<file path="config.mk">
export PLATFORM = sky130hd
export DESIGN_NAME = peer_identify_parser
export DESIGN_NICKNAME = d
export VERILOG_FILES = /design/src/design/pip_pkg.sv /design/src/design/pip_front.sv /design/src/design/pip_queue.sv /design/src/design/pip_back.sv /design/src/design/peer_identify_parser.sv
export SDC_FILE = /design/constraint.sdc
export NUM_CORES = 1
export LEC_CHECK = 0
export BUFFER_PORTS_ARGS = -buffer_cell sky130_fd_sc_hd__buf_2
export CAP_MARGIN = 30
export CORE_ASPECT_RATIO = 0.75
export CORE_MARGIN = 4
export CORE_UTILIZATION = 25
export CTS_CLUSTER_SIZE = 12
export DETAILED_ROUTE_END_ITERATION = 10
export SLEW_MARGIN = 5
export SYNTH_ARGS = -nofsm -noshare
export SYNTH_HDL_FRONTEND = slang
export SYNTH_SLANG_ARGS = --single-unit
export TNS_END_PERCENT = 100
</file>
<file path="constraint.sdc">
create_clock -name aclk -period 12.1 [get_ports aclk]
set_input_delay 0.605 -clock aclk [delete_from_list [all_inputs] [get_ports aclk]]
set_output_delay 0.605 -clock aclk [all_outputs]
set_load 0.05 [all_outputs]
</file>
<file path="src/design/pip_pkg.sv">
`default_nettype none

package pip_pkg;

    // Result kinds as seen on m_tuser.
    localparam logic [2:0] KIND_LISTEN_PORT = 3'd0;
    localparam logic [2:0] KIND_LISTED_IP   = 3'd1;
    localparam logic [2:0] KIND_LISTED_PORT = 3'd2;
    localparam logic [2:0] KIND_OBS_IP      = 3'd3;
    localparam logic [2:0] KIND_OBS_PORT    = 3'd4;
    localparam logic [2:0] KIND_ACCEPT      = 3'd5;
    localparam logic [2:0] KIND_REJECT      = 3'd6;

    // Reject causes.
    localparam logic [1:0] CAUSE_BAD_VERSION = 2'd0;
    localparam logic [1:0] CAUSE_TRUNCATED   = 2'd1;
    localparam logic [1:0] CAUSE_COUNT_LARGE = 2'd2;
    localparam logic [1:0] CAUSE_BAD_IP_LEN  = 2'd3;
    localparam logic [1:0] CAUSE_NONE        = 2'd0;

    // Configuration register indexes.
    localparam logic [1:0] CFG_EXPECTED_VERSION  = 2'd0;
    localparam logic [1:0] CFG_MAX_ADDRESS_COUNT = 2'd1;
    localparam logic [1:0] CFG_MAX_IP_LENGTH     = 2'd2;

    localparam logic [7:0] RST_EXPECTED_VERSION  = 8'd1;
    localparam logic [7:0] RST_MAX_ADDRESS_COUNT = 8'd8;
    localparam logic [7:0] RST_MAX_IP_LENGTH     = 8'd64;

    // One parsed input word: a first result and an optional closing result,
    // which is always an accept or a reject.
    typedef struct packed {
        logic [2:0]  kind;
        logic [15:0] value;
        logic [7:0]  entry_idx;
        logic [7:0]  pos;
        logic [1:0]  cause;
        logic        has_second;
        logic        second_reject;
        logic [1:0]  second_cause;
    } pip_rec_t;

endpackage

`default_nettype wire

</file>
<file path="src/design/pip_front.sv">
`default_nettype none

module pip_front (
    input  wire logic                 aclk,
    input  wire logic                 aresetn,
    input  wire logic                 s_tvalid,
    output logic                      s_tready,
    input  wire logic [7:0]           s_tdata,
    input  wire logic                 s_tlast,
    input  wire logic                 cfg_wr_en,
    input  wire logic [1:0]           cfg_index,
    input  wire logic [7:0]           cfg_wdata,
    input  wire logic                 queue_full,
    output logic                      push,
    output pip_pkg::pip_rec_t         push_rec
);
    import pip_pkg::*;

    typedef enum logic [3:0] {
        PH_VERSION,
        PH_LPORT_HI,
        PH_LPORT_LO,
        PH_COUNT,
        PH_IPLEN,
        PH_IPBYTE,
        PH_APORT_HI,
        PH_APORT_LO,
        PH_OBSLEN,
        PH_OBSBYTE,
        PH_OPORT_HI,
        PH_OPORT_LO,
        PH_SETTLED
    } phase_t;

    logic [7:0] expected_version_reg;
    logic [7:0] max_address_count_reg;
    logic [7:0] max_ip_length_reg;

    phase_t     phase_reg, phase_next;
    logic [7:0] addresses_left_reg, addresses_left_next;
    logic [7:0] address_number_reg, address_number_next;
    logic [7:0] ip_bytes_left_reg, ip_bytes_left_next;
    logic [7:0] ip_byte_number_reg, ip_byte_number_next;
    logic [7:0] port_high_reg, port_high_next;

    logic        in_accept;
    logic        f_valid;
    logic [2:0]  f_kind;
    logic [15:0] f_value;
    logic [7:0]  f_idx;
    logic [7:0]  f_pos;
    logic        e_valid;
    logic        e_reject;
    logic [1:0]  e_cause;
    logic [15:0] port_word;

    assign s_tready  = !queue_full;
    assign in_accept = s_tvalid && s_tready;
    assign port_word = {port_high_reg, s_tdata};

    always_ff @(posedge aclk) begin
        if (!aresetn) begin
            expected_version_reg  <= RST_EXPECTED_VERSION;
            max_address_count_reg <= RST_MAX_ADDRESS_COUNT;
            max_ip_length_reg     <= RST_MAX_IP_LENGTH;
        end else if (cfg_wr_en) begin
            unique case (cfg_index)
                CFG_EXPECTED_VERSION:  expected_version_reg  <= cfg_wdata;
                CFG_MAX_ADDRESS_COUNT: max_address_count_reg <= cfg_wdata;
                CFG_MAX_IP_LENGTH:     max_ip_length_reg     <= cfg_wdata;
                default: ;
            endcase
        end
    end

    always_comb begin
        phase_next          = phase_reg;
        addresses_left_next = addresses_left_reg;
        address_number_next = address_number_reg;
        ip_bytes_left_next  = ip_bytes_left_reg;
        ip_byte_number_next = ip_byte_number_reg;
        port_high_next      = port_high_reg;
        f_valid  = 1'b0;
        f_kind   = KIND_LISTEN_PORT;
        f_value  = 16'd0;
        f_idx    = 8'd0;
        f_pos    = 8'd0;
        e_valid  = 1'b0;
        e_reject = 1'b1;
        e_cause  = CAUSE_NONE;

        unique case (phase_reg)
            PH_VERSION: begin
                if (s_tdata != expected_version_reg) begin
                    e_valid    = 1'b1;
                    e_cause    = CAUSE_BAD_VERSION;
                    phase_next = PH_SETTLED;
                end else begin
                    phase_next = PH_LPORT_HI;
                end
            end
            PH_LPORT_HI: begin
                port_high_next = s_tdata;
                phase_next     = PH_LPORT_LO;
            end
            PH_LPORT_LO: begin
                f_valid    = 1'b1;
                f_kind     = KIND_LISTEN_PORT;
                f_value    = port_word;
                phase_next = PH_COUNT;
            end
            PH_COUNT: begin
                if (s_tdata > max_address_count_reg) begin
                    e_valid    = 1'b1;
                    e_cause    = CAUSE_COUNT_LARGE;
                    phase_next = PH_SETTLED;
                end else begin
                    addresses_left_next = s_tdata;
                    address_number_next = 8'd0;
                    phase_next = (s_tdata == 8'd0) ? PH_OBSLEN : PH_IPLEN;
                end
            end
            PH_IPLEN: begin
                if (s_tdata == 8'd0 || s_tdata > max_ip_length_reg) begin
                    e_valid    = 1'b1;
                    e_cause    = CAUSE_BAD_IP_LEN;
                    phase_next = PH_SETTLED;
                end else begin
                    ip_bytes_left_next  = s_tdata;
                    ip_byte_number_next = 8'd0;
                    phase_next          = PH_IPBYTE;
                end
            end
            PH_IPBYTE: begin
                f_valid = 1'b1;
                f_kind  = KIND_LISTED_IP;
                f_value = {8'd0, s_tdata};
                f_idx   = address_number_reg;
                f_pos   = ip_byte_number_reg;
                ip_byte_number_next = ip_byte_number_reg + 8'd1;
                ip_bytes_left_next  = ip_bytes_left_reg - 8'd1;
                if (ip_bytes_left_reg == 8'd1) begin
                    phase_next = PH_APORT_HI;
                end
            end
            PH_APORT_HI: begin
                port_high_next = s_tdata;
                phase_next     = PH_APORT_LO;
            end
            PH_APORT_LO: begin
                f_valid = 1'b1;
                f_kind  = KIND_LISTED_PORT;
                f_value = port_word;
                f_idx   = address_number_reg;
                address_number_next = address_number_reg + 8'd1;
                addresses_left_next = addresses_left_reg - 8'd1;
                phase_next = (addresses_left_reg == 8'd1) ? PH_OBSLEN : PH_IPLEN;
            end
            PH_OBSLEN: begin
                if (s_tdata == 8'd0) begin
                    e_valid    = 1'b1;
                    e_reject   = 1'b0;
                    phase_next = PH_SETTLED;
                end else if (s_tdata > max_ip_length_reg) begin
                    e_valid    = 1'b1;
                    e_cause    = CAUSE_BAD_IP_LEN;
                    phase_next = PH_SETTLED;
                end else begin
                    ip_bytes_left_next  = s_tdata;
                    ip_byte_number_next = 8'd0;
                    phase_next          = PH_OBSBYTE;
                end
            end
            PH_OBSBYTE: begin
                f_valid = 1'b1;
                f_kind  = KIND_OBS_IP;
                f_value = {8'd0, s_tdata};
                f_pos   = ip_byte_number_reg;
                ip_byte_number_next = ip_byte_number_reg + 8'd1;
                ip_bytes_left_next  = ip_bytes_left_reg - 8'd1;
                if (ip_bytes_left_reg == 8'd1) begin
                    phase_next = PH_OPORT_HI;
                end
            end
            PH_OPORT_HI: begin
                port_high_next = s_tdata;
                phase_next     = PH_OPORT_LO;
            end
            PH_OPORT_LO: begin
                f_valid    = 1'b1;
                f_kind     = KIND_OBS_PORT;
                f_value    = port_word;
                e_valid    = 1'b1;
                e_reject   = 1'b0;
                phase_next = PH_SETTLED;
            end
            // A settled message ignores bytes; stray codes settle too.
            default: begin
                phase_next = PH_SETTLED;
            end
        endcase

        if (s_tlast) begin
            // The final byte of the buffer closes any message still open.
            if (phase_next != PH_SETTLED) begin
                e_valid  = 1'b1;
                e_reject = 1'b1;
                e_cause  = CAUSE_TRUNCATED;
            end
            phase_next          = PH_VERSION;
            addresses_left_next = 8'd0;
            address_number_next = 8'd0;
            ip_bytes_left_next  = 8'd0;
            ip_byte_number_next = 8'd0;
            port_high_next      = 8'd0;
        end
    end

    always_comb begin
        push = in_accept && (f_valid || e_valid);
        if (f_valid) begin
            push_rec.kind          = f_kind;
            push_rec.value         = f_value;
            push_rec.entry_idx     = f_idx;
            push_rec.pos           = f_pos;
            push_rec.cause         = CAUSE_NONE;
            push_rec.has_second    = e_valid;
            push_rec.second_reject = e_reject;
            push_rec.second_cause  = e_reject ? e_cause : CAUSE_NONE;
        end else begin
            push_rec.kind          = e_reject ? KIND_REJECT : KIND_ACCEPT;
            push_rec.value         = 16'd0;
            push_rec.entry_idx     = 8'd0;
            push_rec.pos           = 8'd0;
            push_rec.cause         = e_reject ? e_cause : CAUSE_NONE;
            push_rec.has_second    = 1'b0;
            push_rec.second_reject = 1'b0;
            push_rec.second_cause  = CAUSE_NONE;
        end
    end

    always_ff @(posedge aclk) begin
        if (!aresetn) begin
            phase_reg          <= PH_VERSION;
            addresses_left_reg <= 8'd0;
            address_number_reg <= 8'd0;
            ip_bytes_left_reg  <= 8'd0;
            ip_byte_number_reg <= 8'd0;
            port_high_reg      <= 8'd0;
        end else if (in_accept) begin
            phase_reg          <= phase_next;
            addresses_left_reg <= addresses_left_next;
            address_number_reg <= address_number_next;
            ip_bytes_left_reg  <= ip_bytes_left_next;
            ip_byte_number_reg <= ip_byte_number_next;
            port_high_reg      <= port_high_next;
        end
    end

`ifndef SYNTH
    // Bytes after a settled message never produce results.
    a_settled_silent: assert property (@(posedge aclk) disable iff (!aresetn)
        (in_accept && phase_reg == PH_SETTLED) |-> !push)
        else $error("settled message produced a result");
`endif

endmodule

`default_nettype wire

</file>
<file path="src/design/pip_queue.sv">
`default_nettype none

module pip_queue #(
    parameter int DEPTH = 4
) (
    input  wire logic              aclk,
    input  wire logic              aresetn,
    input  wire logic              push,
    input  wire pip_pkg::pip_rec_t push_rec,
    input  wire logic              pop,
    output pip_pkg::pip_rec_t      head,
    output logic                   full,
    output logic                   empty
);
    import pip_pkg::*;

    localparam int PTR_W = (DEPTH > 1) ? $clog2(DEPTH) : 1;
    localparam int CNT_W = $clog2(DEPTH + 1);
    localparam logic [PTR_W-1:0] LAST_PTR = PTR_W'(DEPTH - 1);

    pip_rec_t         slot_reg [DEPTH];
    logic [PTR_W-1:0] wr_ptr_reg, rd_ptr_reg;
    logic [CNT_W-1:0] count_reg;

    assign head  = slot_reg[rd_ptr_reg];
    assign full  = (count_reg == CNT_W'(DEPTH));
    assign empty = (count_reg == '0);

    always_ff @(posedge aclk) begin
        if (push) begin
            slot_reg[wr_ptr_reg] <= push_rec;
        end
    end

    always_ff @(posedge aclk) begin
        if (!aresetn) begin
            wr_ptr_reg <= '0;
            rd_ptr_reg <= '0;
            count_reg  <= '0;
        end else begin
            if (push) begin
                wr_ptr_reg <= (wr_ptr_reg == LAST_PTR) ? '0 : wr_ptr_reg + 1'b1;
            end
            if (pop) begin
                rd_ptr_reg <= (rd_ptr_reg == LAST_PTR) ? '0 : rd_ptr_reg + 1'b1;
            end
            if (push && !pop) begin
                count_reg <= count_reg + 1'b1;
            end else if (pop && !push) begin
                count_reg <= count_reg - 1'b1;
            end
        end
    end

`ifndef SYNTH
    a_no_overflow: assert property (@(posedge aclk) disable iff (!aresetn)
        push |-> !full)
        else $error("word queue written while full");

    a_no_underflow: assert property (@(posedge aclk) disable iff (!aresetn)
        pop |-> !empty)
        else $error("word queue read while empty");
`endif

endmodule

`default_nettype wire

</file>
<file path="src/design/pip_back.sv">
`default_nettype none

module pip_back (
    input  wire logic              aclk,
    input  wire logic              aresetn,
    input  wire pip_pkg::pip_rec_t head,
    input  wire logic              empty,
    output logic                   pop,
    output logic                   m_tvalid,
    input  wire logic              m_tready,
    output logic [2:0]             m_kind,
    output logic [15:0]            m_value,
    output logic [7:0]             m_entry_idx,
    output logic [7:0]             m_pos,
    output logic [1:0]             m_cause,
    output logic                   m_tlast
);
    import pip_pkg::*;

    logic        m_tvalid_reg;
    logic        second_reg;
    logic        load;
    logic [2:0]  kind_reg;
    logic [15:0] value_reg;
    logic [7:0]  entry_idx_reg;
    logic [7:0]  pos_reg;
    logic [1:0]  cause_reg;
    logic        last_reg;

    // The output register refills whenever it is empty or being taken.
    assign load = !m_tvalid_reg || m_tready;
    assign pop  = load && !empty && (second_reg || !head.has_second);

    always_ff @(posedge aclk) begin
        if (!aresetn) begin
            m_tvalid_reg <= 1'b0;
            second_reg   <= 1'b0;
        end else if (load) begin
            m_tvalid_reg <= !empty;
            if (!empty) begin
                second_reg <= !second_reg && head.has_second;
            end
        end
    end

    always_ff @(posedge aclk) begin
        if (load && !empty) begin
            if (second_reg) begin
                kind_reg      <= head.second_reject ? KIND_REJECT : KIND_ACCEPT;
                value_reg     <= 16'd0;
                entry_idx_reg <= 8'd0;
                pos_reg       <= 8'd0;
                cause_reg     <= head.second_cause;
                last_reg      <= 1'b1;
            end else begin
                kind_reg      <= head.kind;
                value_reg     <= head.value;
                entry_idx_reg <= head.entry_idx;
                pos_reg       <= head.pos;
                cause_reg     <= head.cause;
                last_reg      <= !head.has_second;
            end
        end
    end

    assign m_tvalid    = m_tvalid_reg;
    assign m_kind      = kind_reg;
    assign m_value     = value_reg;
    assign m_entry_idx = entry_idx_reg;
    assign m_pos       = pos_reg;
    assign m_cause     = cause_reg;
    assign m_tlast     = last_reg;

`ifndef SYNTH
    // While the closing result of a word is pending, that word stays queued.
    a_second_has_head: assert property (@(posedge aclk) disable iff (!aresetn)
        second_reg |-> !empty)
        else $error("closing result pending with no queued word");
`endif

endmodule

`default_nettype wire

</file>
<file path="src/design/peer_identify_parser.sv">
`default_nettype none

// Peer identify message parser.
// The s_ channel carries the message one byte per word; s_tlast marks the
// last byte of the buffer. The m_ channel carries the parsed fields as they
// complete, then one accept or reject word; m_tuser gives the kind and
// m_tlast marks the last result caused by one input byte.
// The configuration port writes expected_version (index 0), max_address_count
// (index 1) and max_ip_length (index 2) on any edge with cfg_wr_en high.
// Throughput: one input byte per cycle while the queue is not full. A byte
// causes at most two results and the output drains one result per cycle
// while m_tready is high, so only the observed port (field plus accept) and
// a truncated field cause two results; the word queue of QUEUE_DEPTH
// entries absorbs these. The parser writes each result word into the queue
// when its byte is accepted, and the output register loads it from the
// queue head once that register is empty or being taken.
// When the receiver stalls, the output word holds, the queue fills and then
// s_tready drops. A synchronous reset empties the queue, drops m_tvalid,
// returns the parser to the version byte and restores the register defaults.
module peer_identify_parser #(
    parameter int QUEUE_DEPTH = 4
) (
    input  wire logic        aclk,
    input  wire logic        aresetn,
    input  wire logic        s_tvalid,
    output logic             s_tready,
    input  wire logic [7:0]  s_tdata,   // [7:0] data_byte
    input  wire logic        s_tlast,   // final_byte
    output logic             m_tvalid,
    input  wire logic        m_tready,
    // [15:0] field_value, [23:16] entry_index, [31:24] byte_position,
    // [33:32] reject_cause, [39:34] zero
    output logic [39:0]      m_tdata,
    output logic [2:0]       m_tuser,   // [2:0] item_kind
    output logic             m_tlast,   // run_end
    input  wire logic        cfg_wr_en,
    input  wire logic [1:0]  cfg_index,
    input  wire logic [7:0]  cfg_wdata
);
    import pip_pkg::*;

    pip_rec_t    push_rec;
    pip_rec_t    head;
    logic        push;
    logic        pop;
    logic        full;
    logic        empty;
    logic [15:0] value;
    logic [7:0]  entry_idx;
    logic [7:0]  pos;
    logic [1:0]  cause;

    pip_front u_front (
        .aclk       (aclk),
        .aresetn    (aresetn),
        .s_tvalid   (s_tvalid),
        .s_tready   (s_tready),
        .s_tdata    (s_tdata),
        .s_tlast    (s_tlast),
        .cfg_wr_en  (cfg_wr_en),
        .cfg_index  (cfg_index),
        .cfg_wdata  (cfg_wdata),
        .queue_full (full),
        .push       (push),
        .push_rec   (push_rec)
    );

    pip_queue #(
        .DEPTH (QUEUE_DEPTH)
    ) u_queue (
        .aclk     (aclk),
        .aresetn  (aresetn),
        .push     (push),
        .push_rec (push_rec),
        .pop      (pop),
        .head     (head),
        .full     (full),
        .empty    (empty)
    );

    pip_back u_back (
        .aclk        (aclk),
        .aresetn     (aresetn),
        .head        (head),
        .empty       (empty),
        .pop         (pop),
        .m_tvalid    (m_tvalid),
        .m_tready    (m_tready),
        .m_kind      (m_tuser),
        .m_value     (value),
        .m_entry_idx (entry_idx),
        .m_pos       (pos),
        .m_cause     (cause),
        .m_tlast     (m_tlast)
    );

    assign m_tdata = {6'd0, cause, pos, entry_idx, value};

endmodule

`default_nettype wire
</file>
=== Yosys cells after proc, flatten, opt, wreduce, memory -nomap -nowiden ===
Memory sizes are Yosys's and may differ from the RTL's. A register that Yosys moved wholly into a read port is not among the register bits.
Cells that the tools add are included.

* Flip-flop bits (word level): 115
* Memories: 1
* Bits in latches: 0
* Output and inout port bits: 46
* Bits in writable memories: 164
* Word-level logic and storage cells: 161
* Bits in read-only memories: 0

* Bitwise gates (word level): 1
* Multipliers: 0
* Add/sub/neg operators: 8
* Order comparisons: 2
* Shift-type cells: 0
* Equal/unequal tests: 24
* Reduce and logical (&&, ||, !) cells: 38
* Muxes and demuxes: 67
* Divide/modulo/power cells: 0

{| class="wikitable"
|+ Memory list
! memory !! words !! bits a word !! rd ports !! clocked after memory_dff !! write ports !! line !! RTL
|-
| u_queue.slot_reg || 4 || 41 || 1 || 1 || 1 || pip_queue.sv:21 || <nowiki>pip_rec_t slot_reg [DEPTH];</nowiki>
|}

{| class="wikitable"
|+ Operators with widths
! cell !! number
|-
| two-way mux 8 bit || 16
|-
| one-hot mux 8 bit (3 select lines) || 2
|-
| one-hot mux 4 bit (11 select lines) || 1
|-
| two-way mux 41 bit || 1
|-
| two-way mux 4 bit || 9
|-
| one-hot mux 16 bit (2 select lines) || 1
|-
| one-hot mux 8 bit (2 select lines) || 2
|-
| two-way mux 2 bit || 14
|-
| adder 8 x 1 -> 8 bit, second input constant || 2
|-
| equality test 4 x 3 -> 1 bit, second input constant || 4
|-
| equality test 4 bit, second input constant || 4
|-
| equality test 8 x 1 -> 1 bit, second input constant || 2
|-
| greater-than comparator 8 bit || 2
|-
| subtractor 8 x 1 -> 8 bit, second input constant || 2
|-
| two-way mux 1 bit || 13
|-
| two-way mux 3 bit || 4
|-
| != test 3 bit, second input constant || 4
|-
| one-hot mux 3 bit (4 select lines) || 1
|-
| AND reduction 2 bit || 5
|-
| equality test 4 x 2 -> 1 bit, second input constant || 2
|-
| zero test 8 bit || 1
|-
| != test 8 bit || 1
|-
| logical AND 1 bit || 7
|-
| zero test 1 bit || 7
|-
| other kinds (24) || 33
|}

=== Longest topological paths before layout ===
* Word-level depth: 13
* Gate-level depth with buffers: 14
* Depth with buffers taken out: 14

=== Modules after synthesis ===
From an unflattened synthesis, not the netlist that was laid out.

* Cell total of the unflattened synthesis: 927
* Area total of the unflattened synthesis: 12504.5 µm²

{| class="wikitable"
|+ By module, submodules not included
! module !! area an instance (µm²) !! cells an instance !! times used
|-
| pip_queue || 6424.9 || 259 || 1
|-
| pip_front || 4484.3 || 569 || 1
|-
| pip_back || 1546.5 || 92 || 1
|-
| peer_identify_parser || 48.8 || 7 || 1
|}

=== Worst setup path before layout ===
Ideal clock, no wire load.

* Path kind: input -> register
* From: in m_tready
* To: reg u_queue.count_reg[2]
* Path slack: 8.025 ns
* Required time: 12.024 ns
* Stages on the path: 10
* Buffers on the path: 0
* Arrival: 4.000 ns
* Cell sequence: inv_1 -> a21oi_1 -> and2_1 -> inv_1 -> ha_1 -> inv_1 -> fa_1 -> xor2_1 -> or3_1 -> a21boi_0

* Cells in the longest elaborated chain, start to end: 6
* Elaborated cells between the ends (all ways): 8

{| class="wikitable"
|+ Ends and longest elaborated chain
! item !! line !! RTL
|-
| from (decl) || peer_identify_parser.sv:30 || <nowiki>input wire logic m_tready,</nowiki>
|-
| logical OR 1 bit (*) || pip_back.sv:31 || <nowiki>assign load = !m_tvalid_reg || m_tready;</nowiki>
|-
| logical AND 1 bit (*) (2 in series) || pip_back.sv:32 || <nowiki>assign pop = load && !empty && (second_reg || !head.has_second);</nowiki>
|-
| zero test 1 bit || pip_queue.sv:47 || <nowiki>if (push && !pop) begin</nowiki>
|-
| logical AND 1 bit || pip_queue.sv:47 ||
|-
| two-way mux 3 bit / nonzero test 2 bit (equally long branches) || - ||
|-
| to (signal assigned) || pip_queue.sv:48 || <nowiki>count_reg <= count_reg + 1'b1;</nowiki>
|-
| to (signal assigned) || pip_queue.sv:50 || <nowiki>count_reg <= count_reg - 1'b1;</nowiki>
|-
| to (decl) || pip_queue.sv:23 || <nowiki>logic [CNT_W-1:0] count_reg;</nowiki>
|}

Mark *: on every way between the ends. The rest lies on a longest branch, timed or not.
A chain may end at the register's enable or synchronous reset.

=== Worst setup path after layout ===
* From: reg u_front.phase_reg[0]
* To: reg u_queue.count_reg[2]

* Cells in the longest elaborated chain, start to end: 10
* Elaborated cells between the ends (all ways): 28

{| class="wikitable"
|+ Ends and longest elaborated chain
! item !! line !! RTL
|-
| from (decl) || pip_front.sv:39 || <nowiki>phase_t phase_reg, phase_next;</nowiki>
|-
| from (signal assigned) || pip_front.sv:251 || <nowiki>phase_reg <= phase_next;</nowiki>
|-
| equality test 4 bit (tied with other cells) || pip_front.sv:92 || <nowiki>unique case (phase_reg)</nowiki>
|-
| one-hot mux 4 bit (11 select lines) || pip_front.sv:92 ||
|-
| != test 4 bit || pip_front.sv:205 || <nowiki>if (phase_next != PH_SETTLED) begin</nowiki>
|-
| two-way mux 1 bit || pip_front.sv:205 ||
|-
| two-way mux 1 bit || pip_front.sv:203 || <nowiki>if (s_tlast) begin</nowiki>
|-
| logical OR 1 bit (*) || pip_front.sv:220 || <nowiki>push = in_accept && (f_valid || e_valid);</nowiki>
|-
| logical AND 1 bit (*) || pip_front.sv:220 ||
|-
| named net push || peer_identify_parser.sv:44 || <nowiki>logic push;</nowiki>
|-
| zero test 1 bit || pip_queue.sv:49 || <nowiki>end else if (pop && !push) begin</nowiki>
|-
| logical AND 1 bit || pip_queue.sv:49 ||
|-
| nonzero test 2 bit (no line) || - ||
|}

Mark *: on every way through the listed nets, which the timed path passes. The rest lies on a longest branch.

==> Flow_metrics.wiki <==
{| class="wikitable"
! Metric !! Value
|-
| Pin count of the biggest net entering global routing || 66
|-
| Clock network fraction of design power || 27.3%
|-
| # rows || 69
|-
| Synth area leaders || edfxtp_1, dfxtp_1, mux4_2
|-
| Total cell area at the placement stage || 13300 um^2
|-
| Worst hold path type || input pin to flop
|-
| DRT Wirelength || 28.3 mm
|-
| Reg clk slew, reported paths || 0.06 ns
|-
| Run status || finished, final reports clean
|-
| Layout cell share with drive strength beyond 1 || 18.9%
|-
| Internal power || 0.00196 W
|-
| Total count of hold-check failures in the final report || 0
|-
| Total of endpoints with negative setup slack in the final report || 0
|-
| Commonest non-fill, non-tap cells in the layout || edfxtp_1, dfxtp_1, buf_2
|-
| Most common cell after layout, fill and taps aside || edfxtp_1
|-
| Remaining design rule violation count || 0
|-
| Combined area of all synthesized cells || 12200 um^2
|-
| Critical register-to-register path startpoint || u_front.phase_reg[0]
|-
| Via count of the routed design || 7422
|-
| Final slew viol count || 0
|-
| TritonCTS clock tree || yes
|-
| Max FFs per register || 164
|-
| Data required, critical path || 12.59 ns
|-
| Hold buffer count at cts || 0
|-
| Initial Util || 25.6%
|-
| Syn. warnings || 0
|-
| Drt wl/cell || 17.4 um
|-
| Post-route setup TNS || 0 ns
|-
| Peak supply drop || 0.0000989 V
|-
| Critical R2R Capture || u_queue.count_reg[2]
|-
| Congestion Overflow GR || 0
|-
| Worst-case headroom to the max-slew limit || 35.8%
|-
| Switching part of the total || 33.8%
|-
| DRT iter0 DRCs || 649
|-
| Final cycle utilization of the critical path || 33.3%
|-
| Pwr Density || 210 nW/um^2
|-
| HPWL Detailed || 18.6 mm
|-
| Final Non-Filler Cells || 1622
|-
| Number of antenna violations at the first check in global routing || 0
|-
| Gate count after technology mapping || 895
|-
| Util after Layout || 29.5%
|-
| Achievable clock frequency || 248 MHz
|-
| Register-to-Register Setup Slack || 8.07 ns
|-
| Fraction of post-synthesis cell area in the top cell type by area || 49.6%
|-
| Final period demand of the worst path || 4.03 ns
|-
| Sequential Power Share || 43.3%
|-
| Maximum level of the CTS H-tree || 1
|-
| Count of cell types in the netlist || 68
|-
| Most used flip-flop cell after synthesis || edfxtp_1
|-
| Type of the setup path with the least slack || flop to flop
|-
| Overall die height || 200 um
|-
| Number of flip-flops and latches in the synthesized netlist || 281
|-
| I/O Buffers || 63
|-
| Source-to-sink clock delay at the later pin of the worst-skew pair || 0.56 ns
|-
| Nature of the critical path startpoint || flop
|-
| Largest fanout on the critical path || 23
|-
| Hold worst-path end || u_front.expected_version_reg[0]
|-
| Vias in the first global route || 7331
|-
| HP Start || cfg_wdata[0]
|-
| CTS-repair resized insts || 0
|-
| Overall power consumption || 0.00296 W
|-
| Floorplan core area || 47800 um^2
|-
| Sinks on Clock Net || 281
|-
| Number of primary I/O pins || 70
|-
| Post-synthesis cell type with the largest combined area || edfxtp_1
|-
| Count of buffers added by post-CTS timing repair for setup || 0
|-
| Async set or reset register ratio after synthesis || 0%
|-
| Count of antenna-violating nets left after detailed routing || 0
|-
| Logic pwr share || 29.3%
|-
| Area of the die || 52600 um^2
|-
| Wire length of the first global-routing pass || 44.0 mm
|-
| DP Cell Count || 1570
|-
| Worst hold stages || 3
|-
| Worst-Margin Slew || 0.962 ns
|-
| Unrepaired setup endpoints after global routing || no
|-
| Syn Area/Cell || 13.7 um^2
|-
| Pleak || 4.84 nW
|-
| Max Buffers Root-to-Sink || 3
|-
| Vias per inst || 4.58
|-
| Drt first pass iters || 7
|-
| Gr usage total || 10.6%
|-
| Part of the Yosys area used for sequential elements || 62.5%
|-
| Gpl congestion || 0.862
|-
| Inserted Clock Buffers || 28
|-
| Net count, final || 1014
|-
| Finished layout cell area || 14100 um^2
|-
| P_sw || 0.00100 W
|-
| Max-cap violation count || 0
|-
| Synthesis-to-finish area growth || 15.3%
|-
| Final Skew || 0.00997 ns
|-
| Die X || 263 um
|-
| Reg2reg path depth || 10
|-
| Arrival time of data at the critical path endpoint || 4.51 ns
|-
| Worst Setup End Kind || flop
|-
| CTS root buf || clkbuf_16
|-
| Number of enable-type register cells in the synthesized netlist || 202
|}
==> worst max path at each step <==
stage / start / end / slack, ns / cells past startpoint
3_5_place_dp: s_tdata[0] / u_queue.count_reg[2] / 7.81 / 15
3_3_place_gp: s_tdata[1] / u_queue.count_reg[2] / 7.90 / 14
4_1_cts: u_front.phase_reg[0] / u_queue.count_reg[2] / 8.11 / 10
5_1_grt: u_front.phase_reg[3] / u_queue.count_reg[2] / 7.67 / 10
6_report: u_front.phase_reg[0] / u_queue.count_reg[2] / 8.07 / 10
2_1_floorplan: m_tready / u_queue.count_reg[2] / 8.02 / 10
==> routing by layer <==
layer	wire length (um)	GRT usage (%)
met1	14200	16.6
met2	11500	14.9
met3	2160	2.86
met4	367	1.42
met5	0	0
==> power by group through the flow <==
| stage | logic (W) | clock network [W] | registers (W) |
|---|---|---|---|
| 5_1_grt | 0.000938 | 0.000883 | 0.00130 |
| 4_1_cts | 0.000888 | 0.000837 | 0.00129 |
| 6_report | 0.000867 | 0.000809 | 0.00128 |
| 2_1_floorplan | 0.000423 | 0 | 0.00153 |
| 3_3_place_gp | 0.000879 | 0 | 0.00130 |
| 3_5_place_dp | 0.000886 | 0 | 0.00130 |
==> critical path, cell delays in order (launching register included) <==
cell	delay, ns
dfxtp_1	0.82
nor2_1	0.11
a211oi_1	0.76
nor2_1	0.45
a41oi_4	0.42
ha_1	0.24
inv_1	0.07
fa_1	0.43
xor2_1	0.18
or3_1	0.31
a21boi_0	0.16
==> logic make-up after synthesis <==
group,after synthesis,share of synthesized area [%]
buffers and inverters,80,2.76
XOR/XNOR,19,1.36
other,1,0.0307
multiplexers,70,9.93
AND/OR/NAND/NOR,281,12.7
AO/OA/AOI/OAI,134,7.67
flip-flops,281,62.5
adder cells (fa/ha/maj),29,3.03
==> synthesized netlist by cell type, types with 24 or more instances <==
| master | instances |
|---|---|
| a21oi_1 | 32 |
| and2_1 | 57 |
| clkbuf_1 | 24 |
| dfxtp_1 | 79 |
| edfxtp_1 | 202 |
| ha_1 | 28 |
| inv_1 | 30 |
| mux2i_1 | 28 |
| mux4_2 | 41 |
| nand2_1 | 51 |
| nor2_1 | 39 |
| nor2b_1 | 43 |
| o21ai_0 | 28 |
==> area by class of cell <==
class                      instances  area (um^2)
antenna                            1         2.50
clock inverter                     3         43.8
tap                              639          800
clock buffer                      48          790
timing repair buffer              74          398
multi-input combinational        543         4290
fill                            4860        33700
sequential                       281         7650
inverter                          33          124
==> metrics by stage <==
step,hold WS [ns],setup slack (ns)
2_1_floorplan,0.444,8.02
4_1_cts,0.289,8.11
6_report,0.307,8.07
5_1_grt,0.300,7.67
3_3_place_gp,0.462,7.90
3_5_place_dp,0.467,7.81
No activity file was read; power rests on OpenSTA's default activity.
